===== config.mk =====
export PLATFORM = sky130hd
export DESIGN_NAME = stair_floor_counter_core
export DESIGN_NICKNAME = d
export VERILOG_FILES = /design/src/rtl/sfc_pkg.sv /design/src/rtl/sfc_ctrl.sv /design/src/rtl/sfc_dp.sv /design/src/rtl/stair_floor_counter_core.sv
export SDC_FILE = /design/constraint.sdc
export NUM_CORES = 1
export LEC_CHECK = 0
export BUFFER_PORTS_ARGS = -buffer_cell sky130_fd_sc_hd__buf_2
export CORE_ASPECT_RATIO = 0.5
export CORE_UTILIZATION = 40
export DETAILED_ROUTE_END_ITERATION = 10
export PLACE_DENSITY = 0.65
export SETUP_SLACK_MARGIN = 0.1
export SYNTH_ARGS = -nofsm -noshare
export SYNTH_HDL_FRONTEND = slang
export SYNTH_SLANG_ARGS = --single-unit

===== constraint.sdc =====
create_clock -name clk -period 7.5 [get_ports clk]
set_clock_uncertainty 0.1 [all_clocks]
set_input_delay 1.5 -clock clk [delete_from_list [all_inputs] [get_ports clk]]
set_output_delay 1.5 -clock clk [all_outputs]
set_load 0.005 [all_outputs]

===== src/rtl/sfc_pkg.sv =====
// ----------------------------------------------------------------------------
// sfc_pkg
// Shared widths, register indexes, reset values and the command/status
// structs that join the stair floor counter controller and datapath.
// ----------------------------------------------------------------------------
package sfc_pkg;

  localparam int ALT_W       = 21;
  localparam int STEP_W      = 32;
  localparam int FH_W        = 11;
  localparam int THR_W       = 8;
  localparam int FLOOR_W     = 8;
  localparam int RISE_W      = ALT_W + 1;
  localparam int REM_W       = FH_W + 1;
  localparam int DIV_STEPS   = ALT_W;
  localparam int DCNT_W      = $clog2(DIV_STEPS);
  localparam int PROD_W      = FLOOR_W + FH_W;
  localparam int CFG_IDX_W   = 2;
  localparam int CFG_DATA_W  = FH_W;
  localparam int IN_TDATA_W  = ((ALT_W + STEP_W + 7) / 8) * 8;
  localparam int OUT_TDATA_W = FLOOR_W;

  localparam logic [FH_W-1:0]  FH_RESET  = FH_W'(400);
  localparam logic [THR_W-1:0] THR_RESET = THR_W'(10);

  typedef enum logic [CFG_IDX_W-1:0] {
    CFG_ENABLE         = 2'd0,
    CFG_LEVEL_HEIGHT   = 2'd1,
    CFG_STEP_THRESHOLD = 2'd2
  } cfg_reg_t;

  typedef struct packed {
    logic load_in;
    logic capture;
    logic last_upd;
    logic base_to_alt;
    logic div_start;
    logic div_step;
    logic mul;
    logic add;
    logic out_load;
  } cmd_t;

  typedef struct packed {
    logic enable;
    logic first;
    logic rise_le0;
    logic ge;
    logic enough;
    logic div_last;
  } status_t;

endpackage


===== src/rtl/sfc_ctrl.sv =====
// ----------------------------------------------------------------------------
// sfc_ctrl
// Sequencer for the stair floor counter: takes a sample, picks the update
// path from datapath status, runs the divide, multiply and add steps and
// hands the result to the output register.
// ----------------------------------------------------------------------------
module sfc_ctrl (
  input  logic             clk,
  input  logic             rst,
  input  logic             s_valid,
  output logic             s_ready,
  output logic             m_valid,
  input  logic             m_ready,
  input  sfc_pkg::status_t st,
  output sfc_pkg::cmd_t    cmd
);

  typedef enum logic [5:0] {
    ST_IDLE = 6'b000001,
    ST_EVAL = 6'b000010,
    ST_DIV  = 6'b000100,
    ST_MUL  = 6'b001000,
    ST_ADD  = 6'b010000,
    ST_DONE = 6'b100000
  } state_t;

  state_t state;
  state_t state_next;

  always_comb begin
    cmd        = '0;
    state_next = state;
    s_ready    = 1'b0;
    unique case (state)
      ST_IDLE: begin
        s_ready = 1'b1;
        if (s_valid) begin
          cmd.load_in = 1'b1;
          state_next  = ST_EVAL;
        end
      end
      ST_EVAL: begin
        state_next = ST_DONE;
        if (st.enable) begin
          if (st.first) begin
            cmd.capture = 1'b1;
          end else begin
            cmd.last_upd = 1'b1;
            if (st.rise_le0 || (st.ge && !st.enough)) begin
              cmd.base_to_alt = 1'b1;
            end else if (st.ge) begin
              cmd.div_start = 1'b1;
              state_next    = ST_DIV;
            end
          end
        end
      end
      ST_DIV: begin
        cmd.div_step = 1'b1;
        if (st.div_last) begin
          state_next = ST_MUL;
        end
      end
      ST_MUL: begin
        cmd.mul    = 1'b1;
        state_next = ST_ADD;
      end
      ST_ADD: begin
        cmd.add    = 1'b1;
        state_next = ST_DONE;
      end
      ST_DONE: begin
        if (!m_valid || m_ready) begin
          cmd.out_load = 1'b1;
          state_next   = ST_IDLE;
        end
      end
      default: begin
        state_next = ST_IDLE;
      end
    endcase
  end

  always_ff @(posedge clk) begin
    if (rst) begin
      state   <= ST_IDLE;
      m_valid <= 1'b0;
    end else begin
      state <= state_next;
      if (cmd.out_load) begin
        m_valid <= 1'b1;
      end else if (m_ready) begin
        m_valid <= 1'b0;
      end
    end
  end

endmodule


===== src/rtl/sfc_dp.sv =====
// ----------------------------------------------------------------------------
// sfc_dp
// Datapath of the stair floor counter: configuration registers, tracking
// state, rise and step checks, a restoring divider one bit per cycle,
// the floors-times-height multiply and the output register.
// ----------------------------------------------------------------------------
module sfc_dp (
  input  logic                             clk,
  input  logic                             rst,
  input  logic                             cfg_we,
  input  logic [sfc_pkg::CFG_IDX_W-1:0]    cfg_index,
  input  logic [sfc_pkg::CFG_DATA_W-1:0]   cfg_data,
  input  logic signed [sfc_pkg::ALT_W-1:0] in_alt,
  input  logic [sfc_pkg::STEP_W-1:0]       in_steps,
  input  sfc_pkg::cmd_t                    cmd,
  output sfc_pkg::status_t                 st,
  output logic [sfc_pkg::FLOOR_W-1:0]      out_floor,
  output logic                             out_acc
);

  logic                             enable;
  logic [sfc_pkg::FH_W-1:0]         level_height;
  logic [sfc_pkg::THR_W-1:0]        step_threshold;
  logic                             awaiting_first;
  logic signed [sfc_pkg::ALT_W-1:0] base;
  logic [sfc_pkg::STEP_W-1:0]       last_steps;
  logic [sfc_pkg::FLOOR_W-1:0]      floors;

  logic signed [sfc_pkg::ALT_W-1:0] alt;
  logic [sfc_pkg::STEP_W-1:0]       steps;
  logic [sfc_pkg::ALT_W-1:0]        dividend;
  logic [sfc_pkg::REM_W-1:0]        rem;
  logic [sfc_pkg::FLOOR_W-1:0]      quot;
  logic [sfc_pkg::DCNT_W-1:0]       cnt;
  logic [sfc_pkg::PROD_W-1:0]       prod;

  logic [sfc_pkg::FH_W-1:0]         h;
  logic [sfc_pkg::RISE_W-1:0]       rise;
  logic [sfc_pkg::STEP_W-1:0]       step_diff;
  logic [sfc_pkg::REM_W-1:0]        rem_shift;
  logic                             rem_ge;
  logic [sfc_pkg::REM_W-1:0]        rem_next;
  logic [sfc_pkg::RISE_W-1:0]       base_sum;

  assign h         = (level_height == '0) ? sfc_pkg::FH_W'(1) : level_height;
  assign rise      = {alt[sfc_pkg::ALT_W-1], alt} - {base[sfc_pkg::ALT_W-1], base};
  assign step_diff = steps - last_steps;
  assign rem_shift = {rem[sfc_pkg::REM_W-2:0], dividend[sfc_pkg::ALT_W-1]};
  assign rem_ge    = rem_shift >= sfc_pkg::REM_W'(h);
  assign rem_next  = rem_ge ? (rem_shift - sfc_pkg::REM_W'(h)) : rem_shift;
  assign base_sum  = {base[sfc_pkg::ALT_W-1], base} + sfc_pkg::RISE_W'(prod);

  always_comb begin
    st.enable   = enable;
    st.first    = awaiting_first;
    st.rise_le0 = rise[sfc_pkg::RISE_W-1] || (rise == '0);
    st.ge       = rise[sfc_pkg::ALT_W-1:0] >= sfc_pkg::ALT_W'(h);
    st.enough   = !step_diff[sfc_pkg::STEP_W-1] &&
                  (step_diff > sfc_pkg::STEP_W'(step_threshold));
    st.div_last = cnt == sfc_pkg::DCNT_W'(sfc_pkg::DIV_STEPS - 1);
  end

  // configuration and tracking state
  always_ff @(posedge clk) begin
    if (rst) begin
      enable         <= 1'b0;
      level_height   <= sfc_pkg::FH_RESET;
      step_threshold <= sfc_pkg::THR_RESET;
      awaiting_first <= 1'b1;
      base           <= '0;
      last_steps     <= '0;
      floors         <= '0;
    end else begin
      if (cfg_we) begin
        unique case (cfg_index)
          sfc_pkg::CFG_ENABLE: begin
            enable <= cfg_data[0];
            if (cfg_data[0]) begin
              awaiting_first <= 1'b1;
            end
          end
          sfc_pkg::CFG_LEVEL_HEIGHT: begin
            level_height <= cfg_data;
          end
          sfc_pkg::CFG_STEP_THRESHOLD: begin
            step_threshold <= cfg_data[sfc_pkg::THR_W-1:0];
          end
          default: begin
          end
        endcase
      end
      if (cmd.capture) begin
        base           <= alt;
        floors         <= '0;
        last_steps     <= steps;
        awaiting_first <= 1'b0;
      end
      if (cmd.last_upd) begin
        last_steps <= steps;
      end
      if (cmd.base_to_alt) begin
        base <= alt;
      end
      if (cmd.add) begin
        base   <= base_sum[sfc_pkg::ALT_W-1:0];
        floors <= floors + quot;
      end
    end
  end

  // sample, divider, product and output registers
  always_ff @(posedge clk) begin
    if (cmd.load_in) begin
      alt   <= in_alt;
      steps <= in_steps;
    end
    if (cmd.div_start) begin
      dividend <= rise[sfc_pkg::ALT_W-1:0];
      rem      <= '0;
      quot     <= '0;
      cnt      <= '0;
    end else if (cmd.div_step) begin
      dividend <= {dividend[sfc_pkg::ALT_W-2:0], 1'b0};
      rem      <= rem_next;
      quot     <= {quot[sfc_pkg::FLOOR_W-2:0], rem_ge};
      cnt      <= cnt + sfc_pkg::DCNT_W'(1);
    end
    if (cmd.mul) begin
      prod <= sfc_pkg::PROD_W'(quot) * sfc_pkg::PROD_W'(h);
    end
    if (cmd.out_load) begin
      out_floor <= floors;
      out_acc   <= enable;
    end
  end

endmodule


===== src/rtl/stair_floor_counter_core.sv =====
// ----------------------------------------------------------------------------
// stair_floor_counter_core
// Counts floors climbed from barometric altitude and pedometer steps.
//
//   channel   dir   handshake                      payload
//   s_axis    in    s_axis_tvalid/s_axis_tready    altitude_cm, step_count
//   m_axis    out   m_axis_tvalid/m_axis_tready    floor_total; tuser accepted
//   cfg       in    cfg_valid/cfg_ready            cfg_index, cfg_data
//
// A sample passes evaluate and done, plus divide, multiply and add when
// a climb is counted; the divide by the floor height gives one quotient
// bit per cycle. The output register holds a result while the next sample
// is taken. Reset gives enable off, floor height 400, step threshold 10.
// A stalled m_axis only stalls the finish of the following sample.
// ----------------------------------------------------------------------------
module stair_floor_counter_core (
  input  logic                               clk,
  input  logic                               rst,
  input  logic                               s_axis_tvalid,
  output logic                               s_axis_tready,
  // [20:0] altitude_cm, [52:21] step_count, [55:53] unused
  input  logic [sfc_pkg::IN_TDATA_W-1:0]     s_axis_tdata,
  output logic                               m_axis_tvalid,
  input  logic                               m_axis_tready,
  // [7:0] floor_total
  output logic [sfc_pkg::OUT_TDATA_W-1:0]    m_axis_tdata,
  // [0] accepted
  output logic                               m_axis_tuser,
  input  logic                               cfg_valid,
  output logic                               cfg_ready,
  input  logic [sfc_pkg::CFG_IDX_W-1:0]      cfg_index,
  input  logic [sfc_pkg::CFG_DATA_W-1:0]     cfg_data
);

  sfc_pkg::cmd_t    cmd;
  sfc_pkg::status_t st;

  assign cfg_ready = 1'b1;

  sfc_ctrl u_ctrl (
    .clk     (clk),
    .rst     (rst),
    .s_valid (s_axis_tvalid),
    .s_ready (s_axis_tready),
    .m_valid (m_axis_tvalid),
    .m_ready (m_axis_tready),
    .st      (st),
    .cmd     (cmd)
  );

  sfc_dp u_dp (
    .clk       (clk),
    .rst       (rst),
    .cfg_we    (cfg_valid && cfg_ready),
    .cfg_index (cfg_index),
    .cfg_data  (cfg_data),
    .in_alt    (s_axis_tdata[sfc_pkg::ALT_W-1:0]),
    .in_steps  (s_axis_tdata[sfc_pkg::ALT_W +: sfc_pkg::STEP_W]),
    .cmd       (cmd),
    .st        (st),
    .out_floor (m_axis_tdata),
    .out_acc   (m_axis_tuser)
  );

endmodule


**Yosys cells after proc, flatten, opt, wreduce, memory -nomap -nowiden**

Index checks and enable logic that the tools add are counted.

- RAM bits: 0
- Bits of input ports: 74
- Flip-flop bits (word level): 215
- ROM bits: 0
- Bits in latches: 0
- Memories: 0

- Add/sub/neg operators: 6
- Div/mod/pow operators: 0
- Shift operators: 0
- Bitwise gates (word level): 0
- Reduce and logical (&&, ||, !) cells: 24
- Multipliers: 1
- Multiplexer cells: 40
- $lt $le $gt $ge: 3
- Equality and inequality tests: 12

Operator list:

| kind | number |
|---|---|
| 21-bit two-way mux | 5 |
| 32-bit two-way mux | 2 |
| 6-bit two-way mux | 7 |
| 6-bit one-hot mux with 6 select lines | 1 |
| 32-bit by 8-bit > comparator with 1-bit output | 1 |
| 32-bit subtractor | 1 |
| 22-bit zero test | 1 |
| 11-bit two-way mux | 2 |
| 21-bit by 21-bit subtractor with 22-bit output | 1 |
| 21-bit by 20-bit adder with 21-bit output | 1 |
| 21-bit by 11-bit greater-or-equal comparator with 1-bit output | 1 |
| 8-bit by 11-bit multiplier with 19-bit output | 1 |
| 1-bit two-way mux | 18 |
| 8-bit two-way mux | 2 |
| 2-bit nonzero test | 7 |
| 12-bit by 11-bit greater-or-equal comparator with 1-bit output | 1 |
| 11-bit zero test | 1 |
| 11-bit subtractor | 1 |
| 8-bit adder | 1 |
| 4-bit two-way mux | 2 |
| 6-bit by 1-bit equality test with 1-bit output, second input constant | 1 |
| 6-bit by 2-bit equality test with 1-bit output, second input constant | 1 |
| 6-bit by 3-bit equality test with 1-bit output, second input constant | 1 |
| 6-bit by 4-bit equality test with 1-bit output, second input constant | 1 |
| other kinds (16) | 25 |

**Logic depth before layout (Yosys ltp)**

Gate-level depths: netlist of the first run.

- Depth after elaboration: 13
- Mapped depth: 25

**Cells and area by module**

A second synthesis of the first run with hierarchy kept.

- Cells, all modules: 1735
- Area total of the unflattened synthesis: 15876.5 um2

Modules (own cells, without submodules):

| module | sequential area each (um2) | area each (um2) | times used | cells each |
|---|---|---|---|---|
| sfc_dp | 5185.0 | 15417.3 | 1 | 1682 |
| sfc_ctrl | 140.1 | 447.9 | 1 | 51 |
| stair_floor_counter_core | 0.0 | 11.3 | 1 | 2 |

**Worst setup path before layout of the first run**

No wires, ideal clock.

- Path type: reg-to-reg
- Start: register u_dp.level_height[5] (netlist name)
- End: register u_dp.prod[18] (netlist name), data pin
- Setup slack: 1.958 ns
- Data required time: 7.140 ns
- Cell stages (with the launch flop): 21
- Arrival: 5.183 ns
- Library setup time: 0.260 ns
- Period minus slack after synthesis: 5.542 ns
- Cells stage by stage: dfxtp_1 > clkbuf_1 > inv_1 > a41oi_1 > inv_1 > nand2_1 > fa_1 > fa_1 > fa_1 > inv_1 > fa_1 > ha_1 > a21oi_1 > o21ai_0 > a21oi_1 > o21ai_0 > o41ai_1 > o21ai_0 > o21a_1 > nor2_1 > xnor2_1

- Word-level cells in the longest chain between the ends: 3

RTL lines:

| what | line | source |
|---|---|---|
| from (decl) | sfc_dp.sv:22 | `logic [sfc_pkg::FH_W-1:0] level_height;` |
| from (signal assigned) | sfc_dp.sv:67 | `level_height <= sfc_pkg::FH_RESET;` |
| from (signal assigned) | sfc_dp.sv:83 | `level_height <= cfg_data;` |
| 11-bit zero test | sfc_dp.sv:45 | `assign h = (level_height == '0) ? sfc_pkg::FH_W'(1) : level_height;` |
| 11-bit two-way mux * | sfc_dp.sv:45 |  |
| 8-bit by 11-bit multiplier with 19-bit output * | sfc_dp.sv:129 | `prod <= sfc_pkg::PROD_W'(quot) * sfc_pkg::PROD_W'(h);` |
| to (signal assigned) | sfc_dp.sv:129 |  |
| to (decl) | sfc_dp.sv:35 | `logic [sfc_pkg::PROD_W-1:0] prod;` |

Every way passes the cells marked *; elsewhere a longest branch is shown, timed or not.
A chain may end at the register's enable or synchronous reset.

**Worst setup path in the final report of the first run**

- Start: register u_dp.level_height[6] (netlist name)
- End: register u_dp.prod[18] (netlist name), data pin

The elaborated chain is that of the path after synthesis.

==> metrics, run 1 <==
EDFF count, synth 102; Synth warnings 0; most frequent cell after synthesis nand2_1; Hold Path Class flip-flop to flip-flop; Pwr per Cell Area 178.6 nW/µm²; endpoint type of the worst setup path flip-flop; CTS buffer count 24; H-tree depth 1; WP data arrival 6550 ps; core area 39,050 µm²; maximum vdd ir drop 0.1564 mV; Max Clk Rate 157.1 MHz; Critical path origin u_dp.level_height[6]$_SDFFE_PP0P_; post-synthesis sequential area ratio 33.42%; Placement Rows 51; Mapped Cells 1,831; r2r endpoint u_dp.prod[18]$_DFFE_PN_; CP bufs+invs 2; Syn Area/Cell 8.701 µm²; Post-CTS Setup Inserts 0; Critical Path, Cell by Cell nor4_1 > a41oi_1 > inv_1 > nand2_1 > fa_1 > fa_1 > fa_1 > inv_1 > fa_1 > ha_1 > a21oi_1 > o21ai_0 > a21oi_1 > o21ai_0 > o41ai_1 > o21ai_0 > o21a_1 > nor2_1 > xnor2_1; number of global-route vias before repair 11,990; initial antenna violation count 0; worst-margin pin slew 1194 ps; Reg2Reg Setup Slack 1140 ps; Port Buffer Count 81; number of synthesized register bits 215; Net Sw Frac 28.36%; clock latency on the worst-skew pair 540 ps; Rel. slew slack 20.40%; Area Growth Syn to Fin 10.35%; DR DRC count 0; Longest Clk Path Bufs 3; WL per Instance 15.12 µm; CTS Root Cell clkbuf_16; area share of the largest cell type after synthesis 19.23%; Hold Path Cell Cnt 2; Placer Congestion 0.8688; setup violators final 0; Final Hold Violating Endpoints 0; top post-synthesis cells by area edfxtp_1 19%, dfxtp_1 14%, ha_1 12%; Commonest cells post-synth 276 x nand2_1, 188 x inv_1, 164 x a21oi_1; via count 12,650; Hold EP u_dp.last_steps[15]$_SDFFE_PP0P_; drt first-iter violations 840; RSZ-0062 raised after global routing false; HP Start u_dp.last_steps[15]$_SDFFE_PP0P_; Sw Pwr 890.4 µW; Synth Flop Type dfxtp_1; Final Routed Wirelength 36,480 µm; die area 40,680 µm²; drt first pass iters 5; unique cell type count in the Yosys netlist 81; mapped cell area 15,930 µm²; Layout fillers 3,845; crit path kind flip-flop to flip-flop; Clock Power Share 39.0%; footprint of the multi-input gates 9559 µm²; CP peak stage delay 650 ps; CP required 7690 ps; antenna cells 0; sequential cell area 5325 µm²; Final #Nets 2,146; Vias/cell 5.243; outcome complete, no violations; Most common cell on crit path fa_1; LEAKAGE 7.226 nW; delay-heaviest family, CP compound AO/OA/AOI/OAI gates; Slowest-stage cell, CP a41oi_1; sequential power share 42.2%; syn nets 2,113; crit path max fanout 11; # IOs 86; total grt overflow 0; Tcrit/Tclk final 84.86%; final antenna-violating net count 0; PostCTS Resize Cnt 0; hpwl dp 27,500 µm; initial core utilization 40.80%; global-route wire length before repair 60,260 µm; Global Route Usage Sum 18.08%; worst flop-to-flop path startpoint u_dp.level_height[6]$_SDFFE_PP0P_; Pint 2.250 mW; Comb pwr share 18.8%; CTS tree done; largest net degree at the start of global routing 54; layout cells sized above 1 8.927%; Yosys top cell by area edfxtp_1; CP Launch Type flip-flop; Die Wd 284.2 µm; number of max-cap violations 0; CTS sink cnt 215; Power, Total 3.140 mW; Tmin final 6365 ps; hold_buf cts 0; Clock transition at path regs 70 ps; Reg2Reg Depth 19; post-route setup TNS 0 ps; die height 143.1 µm; asr flop ratio synth 0%; max-slew violations 0
## worst register-to-register path: stages (launching register included)
cell and delay, ps:
dfxtp_1 590, nor4_1 140, a41oi_1 650, inv_1 270, nand2_1 170, fa_1 430
fa_1 520, fa_1 540, inv_1 50, fa_1 470, ha_1 340, a21oi_1 200
o21ai_0 110, a21oi_1 220, o21ai_0 160, o41ai_1 510, o21ai_0 250, o21a_1 210
nor2_1 110, xnor2_1 70
## cells by family (layout without fill, tap and decap cells)
kind of cell	count (synthesis)	in the layout	share of synthesized area (%)
adders and majority gates	208	208	19.12
xor gates and xnor gates	76	76	4.178
DFF	215	215	33.42
other	1	1	0.02354
buffers and inverters	275	326	6.731
AOI/OAI and AO/OA	439	439	17.74
and+or+nand+nor	603	603	17.83
muxes	14	14	0.9582
## metal layers
metal / share of wire (%) / wire length [µm] / track usage, % / vias up
met5: 0 / 0 / 0 / -
met4: 2.1 / 764 / 4.443 / 0
met3: 5.1 / 1852 / 3.307 / 58
met2: 45 / 16320 / 30.10 / 224
met1: 48 / 17550 / 24.29 / 5957
li1: - / - / - / 6408
## sequential cells by signal (all words and copies together) (netlist names), 6 cells and up
| signal | cells |
|---|---|
| u_dp.out_floor | 8 |
| u_dp.alt | 21 |
| u_dp.floors | 8 |
| u_dp.step_threshold | 8 |
| u_dp.last_steps | 32 |
| u_dp.base | 21 |
| u_dp.level_height | 11 |
| u_dp.quot | 8 |
| u_dp.rem | 11 |
| u_dp.steps | 32 |
| u_dp.prod | 19 |
| u_ctrl.state | 6 |
| u_dp.dividend | 21 |
## stage by stage
step	utilization, %	hold WS, ps	cell area [µm²]	setup slack (ps)	cells
after detailed placement	42.91	346.3	16760	1170	2368
after global routing	45.02	369.7	17580	709.7	2412
after floorplan	-	324.5	15930	1958	1831
after CTS	45.02	354.6	17580	1141	2412
after global placement	42.91	342.3	16760	1269	2368
final	45.02	354.0	17580	1135	2412
## cell usage in the layout (no fill, tap or decap), types with 59 or more instances in the layout
master,n
inv_1,188
a21oi_1,164
fa_1,59
nand2_1,276
buf_2,80
o21ai_0,68
edfxtp_1,102
nor2_1,96
dfxtp_1,113
ha_1,149
## how the worst max path moves through the flow
stage          cells past startpoint                       to  slack, ps
6_report                          19  u_dp.prod[18]$_DFFE_PN_       1140
5_1_grt                           19  u_dp.prod[18]$_DFFE_PN_        710
4_1_cts                           19  u_dp.prod[18]$_DFFE_PN_       1140
3_5_place_dp                      19  u_dp.prod[18]$_DFFE_PN_       1170
3_3_place_gp                      19  u_dp.prod[18]$_DFFE_PN_       1270
2_1_floorplan                     20  u_dp.prod[18]$_DFFE_PN_       1960
## area by class of cell
| class | instances | area share (%) |
|---|---|---|
| clock buffers | 35 | 4.057 |
| clock inverters | 9 | 0.6192 |
| inverters | 188 | 4.014 |
| multi-input cells | 1341 | 54.37 |
| flip-flops and latches | 215 | 30.29 |
| well taps | 530 | 3.772 |
| repair buffers | 94 | 2.875 |
## power by group through the flow
| stage | Clock (mW) | Sequential [mW] | Combinational [mW] |
|---|---|---|---|
| detailed placement | 0 | 1.35 | 0.583 |
| global placement | 0 | 1.35 | 0.576 |
| global route | 1.30 | 1.33 | 0.661 |
| floorplan | 0 | 1.33 | 0.443 |
| CTS | 1.26 | 1.33 | 0.586 |
| finish | 1.23 | 1.32 | 0.589 |
(Power assumes the default switching activity.)
==> run 2, diff against run 1 <==
PLACE_DENSITY = 0.67   (was 0.65)
clock period = 5.3 ns   (was 7.5 ns; I/O delays follow)
==> run 2 against run 1 <==
Net effect: register-to-register slack worse by 1000 ps; worst setup slack worse by 1000 ps; largest cell class unchanged; clock power up 33%; critical path depth up 2; global-route usage up 0.64 points; combinational power up 44%; worst hold slack worse by 0.73 ps; largest power group unchanged; first-iteration DRC count down 7.5%; die area unchanged; final cell count up 2.0%; non-clock buffer count up 50.
==> metrics, run 2 (same netlist as run 1, synthesis figures left out) <==
Reg2Reg Depth 21; drt first pass iters 7; CTS sink cnt 215; number of global-route vias before repair 12,200; leading cell types in the layout, fill and taps excluded 275 x nand2_1, 186 x inv_1, 161 x a21oi_1; Net Sw Frac 29.64%; Pint 3.065 mW; CP Launch Type flip-flop; Pwr per Cell Area 240.8 nW/µm²; Global Route Usage Sum 18.72%; Critical path origin u_dp.level_height[6]$_SDFFE_PP0P_; WP data arrival 5360 ps; outcome complete, no violations; Largest regs u_dp.last_steps x32, u_dp.steps x32; drt first-iter violations 777; CP Capture Point u_dp.prod[17]$_DFFE_PN_; CTS tree done; clock latency on the worst-skew pair 540 ps; Port Buffer Count 81; via count 12,930; Clock transition at path regs 70 ps; Vias/cell 5.257; Tmin final 5170 ps; DR DRC count 0; CTS buffer count 23; Clock Power Share 37.6%; r2r endpoint u_dp.prod[17]$_DFFE_PN_; maximum vdd ir drop 0.2050 mV; Rel. slew slack 22.83%; total grt overflow 0; number of max-cap violations 0; CP required 5490 ps; sequential power share 42.9%; most common cell after layout, fill and taps aside nand2_1; final antenna-violating net count 0; worst-margin pin slew 1158 ps; cell count after placement 2,405; final core utilization 46.33%; Final Routed Wirelength 38,520 µm; LEAKAGE 7.461 nW; layout cells sized above 1 12.75%; antenna cells 0; Max Clk Rate 193.4 MHz; Finished Layout Cells 2,460; hold slack 353.2 ps; core area 39,050 µm²; setup violators final 0; Area Growth Syn to Fin 13.57%; crit path kind flip-flop to flip-flop; Sw Pwr 1.291 mW; die height 143.1 µm; Longest Clk Path Bufs 3; global-route wire length before repair 61,840 µm; hold_buf cts 0; Placement Rows 51; Final Hold Violating Endpoints 0; die area 40,680 µm²; Hold Path Class flip-flop to flip-flop; H-tree depth 1; CTS Root Cell clkbuf_16; initial core utilization 40.80%; endpoint type of the worst setup path flip-flop; initial antenna violation count 0; worst flop-to-flop path startpoint u_dp.level_height[6]$_SDFFE_PP0P_; Die Wd 284.2 µm; # IOs 86; WL per Instance 15.66 µm; Placer Congestion 0.9214; hpwl dp 29,220 µm; Final #Nets 2,195; Reg2Reg Setup Slack 130 ps; Tcrit/Tclk final 97.56%; RSZ-0062 raised after global routing true; largest net degree at the start of global routing 65; crit path max fanout 3; post-route setup TNS 0 ps; Comb pwr share 19.5%; max-slew violations 0
[run 2: critical path, cell delays in order (launching register included)]
cell      delay (ps)
dfxtp_2          330
nor4_4           310
a41oi_4          200
buf_6            160
inv_4             50
nand2_2           50
fa_1             540
fa_1             430
fa_1             510
inv_2             40
fa_1             550
ha_4             230
a21boi_4         140
o21ai_2          150
a21boi_2          80
o21ai_1          130
nand2b_1          90
a21o_1           160
a21o_1           190
a31oi_2          170
mux2i_1          210
nand3_1           90
[run 2: worst min path at each step]
stage | from | to | slack, ps | cells after the start
after detailed placement | u_dp.last_steps[17]$_SDFFE_PP0P_ | u_dp.last_steps[17]$_SDFFE_PP0P_ | 350 | 2
after floorplan | u_dp.floors[7]$_SDFFE_PP0P_ | u_dp.out_floor[7]$_DFFE_PP_ | 320 | 0
after CTS | u_dp.last_steps[17]$_SDFFE_PP0P_ | u_dp.last_steps[17]$_SDFFE_PP0P_ | 350 | 2
after global routing | u_dp.last_steps[13]$_SDFFE_PP0P_ | u_dp.last_steps[13]$_SDFFE_PP0P_ | 370 | 2
final | u_dp.last_steps[14]$_SDFFE_PP0P_ | u_dp.last_steps[14]$_SDFFE_PP0P_ | 350 | 2
after global placement | u_dp.last_steps[15]$_SDFFE_PP0P_ | u_dp.last_steps[15]$_SDFFE_PP0P_ | 340 | 2
[run 2: through the flow]
stage / power (mW) / instance area (µm²) / setup WS (ps)
after floorplan: 2.509 / 15990 / 101.5
after global placement: 2.734 / 17100 / -42.24
after detailed placement: 2.743 / 17100 / -172.2
after CTS: 4.385 / 17970 / 91.10
after global routing: 4.557 / 18090 / -58.77
final: 4.357 / 18090 / 129.6
[run 2: cell type report]
| cell class | instances | area [µm²] |
|---|---|---|
| fill | 3780 | 20960 |
| multi-input combinational | 1341 | 9729 |
| clock inverter | 16 | 161.4 |
| clock buffer | 26 | 586.8 |
| inverter | 188 | 708.2 |
| sequential | 215 | 5330 |
| tap | 530 | 663.1 |
| timing repair buffer | 144 | 914.6 |
[run 2: power groups by stage]
stage | clock, mW | combinational [mW] | sequential [mW]
6_report | 1.64 | 0.850 | 1.87
5_1_grt | 1.74 | 0.946 | 1.88
4_1_cts | 1.67 | 0.845 | 1.87
3_5_place_dp | 0 | 0.837 | 1.91
3_3_place_gp | 0 | 0.829 | 1.91
2_1_floorplan | 0 | 0.628 | 1.88
[run 2: timing repair]
| action | CTS | global route |
|---|---|---|
| resized for setup | 18 | 19 |
| pin swaps | 22 | 24 |
| setup endpoints to repair | 5 | 22 |
| endpoints found under the hold margin | 0 | 0 |
| setup buffers | 9 | 4 |
[run 2: routing by layer]
metal | part of all wire (%) | GRT usage, %
met5 | 0 | 0
met2 | 46 | 31.94
met4 | 2.5 | 5.150
met1 | 48 | 24.71
met3 | 4.0 | 2.859
==> run 3, diff against run 2 <==
--- a/config.mk
+++ b/config.mk
@@ -7,5 +7,5 @@
 export LEC_CHECK = 0
 export BUFFER_PORTS_ARGS = -buffer_cell sky130_fd_sc_hd__buf_2
-export CORE_ASPECT_RATIO = 0.5
+export CORE_ASPECT_RATIO = 0.6
 export CORE_UTILIZATION = 40
 export DETAILED_ROUTE_END_ITERATION = 10
==> constraint.sdc (replaced) <==
create_clock -name clk -period 5.3 [get_ports clk]
set_clock_uncertainty 0.1 [all_clocks]
set_input_delay 1.06 -clock clk [delete_from_list [all_inputs] [get_ports clk]]
set_output_delay 1.06 -clock clk [all_outputs]
set_load 0.02 [all_outputs]
==> run 3 against run 2 <==
Net effect: highest routed layer unchanged; critical endpoint is now u_dp.prod[18]$_DFFE_PN_; global-route usage is 1.9 points higher; via count grew 4.1%; sequential share of layout area shrank 0.28 points; clock-buffer cell count increased by 7; combinational power grew 6.5%; wire length up 9.2%; power grew 3.8%; cell area is 0.91% higher.
==> metrics, run 3 (same netlist as run 1, synthesis figures left out) <==
WL per Instance 17.04 µm; via count 13,470; Finished Layout Cells 2,468; cell count after placement 2,399; leading cell types in the layout, fill and taps excluded 275 x nand2_1, 185 x inv_1, 160 x a21oi_1; core area 39,170 µm²; layout cells sized above 1 13.67%; Clock transition at path regs 60 ps; Layout fillers 3,657; Max Clk Rate 192.5 MHz; drt first pass iters 7; Vias/cell 5.457; Placer Congestion 0.8997; largest net degree at the start of global routing 60; Port Buffer Count 81; CP Launch Type flip-flop; Pwr per Cell Area 247.7 nW/µm²; Hold Path Class flip-flop to flip-flop; WP data arrival 5400 ps; wl on met1 21,150 µm; post-route setup TNS 0 ps; Final Routed Wirelength 42,040 µm; clock latency on the worst-skew pair 550 ps; Global Route Usage Sum 20.61%; maximum vdd ir drop 0.2085 mV; Tmin final 5195 ps; Longest Clk Path Bufs 3; CTS Root Cell clkbuf_16; Area Growth Syn to Fin 14.61%; RSZ-0062 raised after global routing true; Final #Nets 2,210; CP required 5500 ps; die height 156.6 µm; Power, Total 4.522 mW; DR DRC count 0; hpwl dp 31,510 µm; endpoint type of the worst setup path flip-flop; max-slew violations 0; most common cell after layout, fill and taps aside nand2_1; met2 WL post-DR 16,900 µm; Placement Rows 56; number of max-cap violations 0; die area 40,660 µm²; Cell Area, Placed 17,110 µm²; final antenna-violating net count 0; CTS tree done; Top Metal Used met4; Final Hold Violating Endpoints 0; number of global-route vias before repair 12,880; CTS buffer count 24; outcome complete, no violations; total grt overflow 0; Rel. slew slack 26.69%; H-tree depth 1; DR WL met3 3184 µm; global-route wire length before repair 67,190 µm; worst-margin pin slew 1100 ps; # IOs 86; drt first-iter violations 1,114; antenna cells 0; CTS sink cnt 215; initial antenna violation count 0; setup violators final 0; Largest regs u_dp.last_steps x32, u_dp.steps x32; LEAKAGE 7.562 nW; final instance area 18,260 µm²; hold_buf cts 0; hold slack 352.5 ps; crit path max fanout 3; Die Wd 259.6 µm; initial core utilization 40.68%; crit path kind flip-flop to flip-flop; Tcrit/Tclk final 98.01%
## run 3: cell types whose count changed in the layout (fill, tap and decap cells not counted), sizes merged
cell / previous run / this run
clkbuf: 26 / 33
clkinvlp: 4 / 3
clkinv: 7 / 4
buf: 144 / 158
inv: 191 / 190
## run 3: cell type report
class                   count  area [µm²]  area share, %
flip-flops and latches    215        5328          29.18
well taps                 522       653.1          3.577
clock inverters            11       115.1         0.6304
multi-input cells        1341        9736          53.32
repair buffers            158        1016          5.564
clock buffers              33       705.7          3.865
inverters                 188       705.7          3.865
## run 3: final timing paths
path,startpoint,to,slack (ps),depth (start not counted)
worst max-delay path,u_dp.level_height[6]$_SDFFE_PP0P_,u_dp.prod[18]$_DFFE_PN_,110,24
worst min-delay path,u_dp.last_steps[4]$_SDFFE_PP0P_,u_dp.last_steps[4]$_SDFFE_PP0P_,350,2
worst max register to register,u_dp.level_height[6]$_SDFFE_PP0P_,u_dp.prod[18]$_DFFE_PN_,110,24
worst min register to register,u_dp.last_steps[4]$_SDFFE_PP0P_,u_dp.last_steps[4]$_SDFFE_PP0P_,350,2
## run 3: worst max-delay path, stage by stage (launching register included)
cell	delay, ps
dfxtp_2	330
nor4_4	350
a41oi_4	200
buf_6	170
buf_6	110
nor2b_1	110
ha_2	180
fa_1	410
ha_1	300
inv_2	40
fa_1	520
inv_1	50
ha_1	260
a21o_1	170
a21oi_2	170
o21ai_2	90
a21oi_2	180
o21ai_2	80
a21oi_2	210
o21ai_2	110
o41ai_2	280
o21ai_1	160
o21a_1	210
nor2_2	90
xnor2_1	70
## run 3: power breakdown
group,internal (mW),leakage [nW],switching [mW]
Sequential,1.82,1.88,0.0490
Clock,1.03,0.396,0.722
Combinational,0.346,5.28,0.560
## run 3: routing by layer
metal,track usage [%],vias to the layer above
met5,0,-
met4,4.510,0
met3,3.984,49
met2,29.74,439
met1,31.31,6434
li1,-,6547
## run 3: repair_timing
action                                  4_1_cts  5_1_grt
hold endpoints to repair                      0        0
buffers inserted                             20        5
pin swaps                                    27       23
gates resized for setup                      21       22
endpoints found under the setup margin        5       87
## run 3: per-stage QoR
stage	util (%)	worst slack (ps)
after floorplan	-	101.5
after global placement	43.69	-66.61
after detailed placement	43.69	-212.0
after CTS	46.32	98.73
after global routing	46.62	-105.1
final	46.62	105.4
